File: src/hdl/ilid_pkg.sv
// ----------------------------------------------------------------------------
// ilid_pkg
// Shared command codes, status codes and the shift control word that the
// top level drives into every list cell.
// ----------------------------------------------------------------------------
package ilid_pkg;

    localparam int WORD_W    = 32;
    localparam int CMD_W     = 3;
    localparam int POS_W     = 8;
    localparam int STATUS_W  = 2;
    localparam int LEN_OUT_W = 7;
    localparam int MAX_LEN_W = 13;
    localparam int DEF_CAPACITY = 64;

    localparam logic [CMD_W-1:0] CMD_HEAD   = 3'd0;
    localparam logic [CMD_W-1:0] CMD_TAIL   = 3'd1;
    localparam logic [CMD_W-1:0] CMD_INSERT = 3'd2;
    localparam logic [CMD_W-1:0] CMD_DELETE = 3'd3;
    localparam logic [CMD_W-1:0] CMD_READ   = 3'd4;

    localparam logic [STATUS_W-1:0] ST_DONE  = 2'd0;
    localparam logic [STATUS_W-1:0] ST_RANGE = 2'd1;
    localparam logic [STATUS_W-1:0] ST_FULL  = 2'd2;

    typedef logic [WORD_W-1:0] t_word;

    typedef struct packed {
        logic                 ins;
        logic                 del;
        logic [MAX_LEN_W-1:0] pos;
        t_word                word;
    } t_shift_ctl;

endpackage

File: src/hdl/ilid_cell.sv
// ----------------------------------------------------------------------------
// ilid_cell
// One list slot. Takes the left neighbor's word on insert past the position,
// the right one's on delete at or past it, the new word at it, else holds.
// ----------------------------------------------------------------------------
module ilid_cell
    import ilid_pkg::*;
#(
    parameter int IDX = 0
) (
    input  logic       i_clk,
    input  t_shift_ctl i_ctl,
    input  t_word      i_left_word,
    input  t_word      i_right_word,
    output t_word      o_word,
    output t_word      o_read_word
);

    localparam logic [MAX_LEN_W-1:0] C_IDX = MAX_LEN_W'(IDX);

    t_word r_word;
    t_word n_word;

    always_comb begin
        priority if (i_ctl.ins && i_ctl.pos == C_IDX) begin
            n_word = i_ctl.word;
        end else if (i_ctl.ins && i_ctl.pos < C_IDX) begin
            n_word = i_left_word;
        end else if (i_ctl.del && i_ctl.pos <= C_IDX) begin
            n_word = i_right_word;
        end else begin
            n_word = r_word;
        end
    end

    always_ff @(posedge i_clk) begin
        r_word <= n_word;
    end

    assign o_word      = r_word;
    assign o_read_word = (i_ctl.pos == C_IDX) ? r_word : '0;

endmodule

File: config.mk
export PLATFORM = sky130hd
export DESIGN_NAME = ilid_cell
export DESIGN_NICKNAME = d
export VERILOG_FILES = /design/src/hdl/ilid_pkg.sv /design/src/hdl/ilid_cell.sv
export SDC_FILE = /design/constraint.sdc
export NUM_CORES = 1
export LEC_CHECK = 0
export ABC_CLOCK_PERIOD_IN_PS = 3000
export BUFFER_PORTS_ARGS = -buffer_cell sky130_fd_sc_hd__buf_4
export CORE_AREA = 2 2 73 75
export CTS_BUF_LIST = sky130_fd_sc_hd__clkbuf_16
export CTS_CLUSTER_DIAMETER = 120
export DETAILED_ROUTE_END_ITERATION = 10
export DIE_AREA = 0 0 75 77
export GPL_TIMING_DRIVEN = 1
export PLACE_DENSITY = 0.83
export SLEW_MARGIN = 20
export SYNTH_ARGS = -nofsm -noshare
export SYNTH_HDL_FRONTEND = slang
export SYNTH_SLANG_ARGS = --single-unit
File: constraint.sdc
create_clock -name i_clk -period 3 [get_ports i_clk]
set_clock_uncertainty 0.1 [all_clocks]
set_input_delay 0.3 -clock i_clk [delete_from_list [all_inputs] [get_ports i_clk]]
set_output_delay 0.3 -clock i_clk [all_outputs]
set_load 0.005 [all_outputs]
==> metrics <==
outcome=finished clean; Syn Inst Count=110; first-pass iteration count of the detailed router=3; Fillers=420; hold_ws=0.224 ns; CP startpoint kind=input port; I/O pin cnt=176; Reg clk slew, reported paths=0.05 ns; vias=1424; Setup TNS Final=0 ns; Slew headroom=0.727; routed vias/inst=4.34; final core occ=0.611; worst-path fanout max=32; Non-Filler Instances=328; VDD IR-drop max=0.000255 V; commonest non-fill, non-tap cell in the layout=buf_4; Worst Path Arrival=1.58 ns; CTS buffer count=5; dpl cell area=2910 sq um; Leak Pwr=1.50 nW; CTS resizes=0; Bufs and invs on worst path=3; final setup fails=0; HPWL Detailed=3710 microns; Hold Path Sink=o_word[21]; CTS Sinks=32; initial antenna violation count=0; Critical Path Most Common Cell=buf_4; hold_buf cts=0; PD cells=351 nW/um^2; drt drc=0; die area=5780 sq um; crit-path leading delay family=simple AND/OR/NAND/NOR gates; Power Total=1.07 mW; DRT iter0 DRCs=56; max frequency=504 MHz; Final min period=1.98 ns; Placeable Area=4980 sq um; crit path cell chain=buf_4, nor4_2, and4_2, buf_4, and2_1, buf_4; Tcrit/Tclk final=0.661; largest net degree at the start of global routing=33; Antenna Cells=0; vias in the first global route=1399; critical path's largest stage delay=0.33 ns; Worst Setup End Kind=output port; Hold Crit Start=i_right_word[21]; clock root buffer=clkbuf_16; storage element area=961 sq um; RSZ-0062 raised after global routing=no; placed cells=321; area of the multi-input gates=753 sq um; # Max-Cap Violations=0; Hold Path Depth=2; Seq cells post-synth=32; max reg flops=32; Post-Synthesis Cell Area=1760 sq um; first-pass GRT wire length=6600 microns; mean area per synthesized cell=16.0 sq um; layout cell share with drive strength beyond 1=0.733; Max Slew Vio Count=0; Mapped Nets=222; die height=77 microns; Total Routed Length=4540 microns; Worst Path Required=2.60 ns; Rows=26; Overflow after GRT=0; endpoints failing hold=0; Post-DRT Antenna Nets=0; input/output buffers=143; Netlist cell types=14; routability cong.=0.721; Worst-Margin Slew=0.410 ns; CTS tree=yes; post-CTS setup buffers=0; Clock Tree Buf Depth=2; chip width=75 microns; nets=370; hold crit path type=in2reg; Starting Density=0.353; Seq/Total Area, Yosys=0.546; Max H-tree Level=2; post-route setup slack=1.02 ns; drt wl/cell=13.8 microns; pre-CTS WS=0.983 ns; Area growth, synth to finish=72.8%; final instance area=3040 sq um; most frequent cells in the layout=buf_4 (147), and2_1 (32), edfxtp_1 (32); slowest CP cell=nor4_2; Overall Global Routing Usage=0.157; Setup Crit Path Kind=in2out; Yosys warning total=0
==> worst max path at each step <==
stage / endpoint / slack (ns) / from / depth (start not counted)
2_1_floorplan: o_word[0] / 0.58 / i_ctl[37] / 4
3_3_place_gp: o_read_word[21] / 1.01 / i_ctl[37] / 6
3_5_place_dp: o_read_word[21] / 0.98 / i_ctl[37] / 6
4_1_cts: o_read_word[21] / 0.98 / i_ctl[37] / 6
5_1_grt: o_read_word[16] / 0.91 / i_ctl[37] / 6
6_report: o_read_word[21] / 1.02 / i_ctl[37] / 6
==> cells in the mapped netlist (all sizes together) <==
master | number | share of area
nor3 | 1 | 0.0028
nor2 | 1 | 0.0021
mux2 | 32 | 0.27
and4 | 1 | 0.0057
buf | 3 | 0.019
clkbuf | 3 | 0.0064
o21a | 1 | 0.0043
and2 | 32 | 0.11
nor3b | 1 | 0.0043
nor4 | 2 | 0.019
edfxtp | 32 | 0.55
nand4 | 1 | 0.0071
==> power by group <==
part	internal, mW	switching [mW]	total (mW)
combinational	0.0932	0.0232	0.116
sequential	0.493	0.0000306	0.493
clock	0.296	0.162	0.458
==> layout make-up <==
type                            count  area share
Multi-Input combinational cell     72       0.248
Sequential cell                    32       0.316
Timing Repair Buffer              147       0.363
Clock buffer                        5      0.0412
Tap cell                           70      0.0288
Clock inverter                      2     0.00288
==> cell families (layout without fill, tap and decap cells) <==
logic type             after synthesis  after routing  share of synthesized area
AND/OR/NAND/NOR                     39             39                      0.155
multiplexers                        32             32                      0.269
flip-flops                          32             32                      0.546
buffers and inverters                6            154                     0.0256
AO/OA/AOI/OAI                        1              1                    0.00427
==> per-layer routing <==
metal	vias up	routed length, microns	global-route usage
met5	-	0	0
li1	696	-	-
met2	67	2670	0.306
met3	7	311	0.0276
met4	0	70	0.0696
met1	654	1490	0.151
Note: power is estimated with default switching activity, not from simulation.
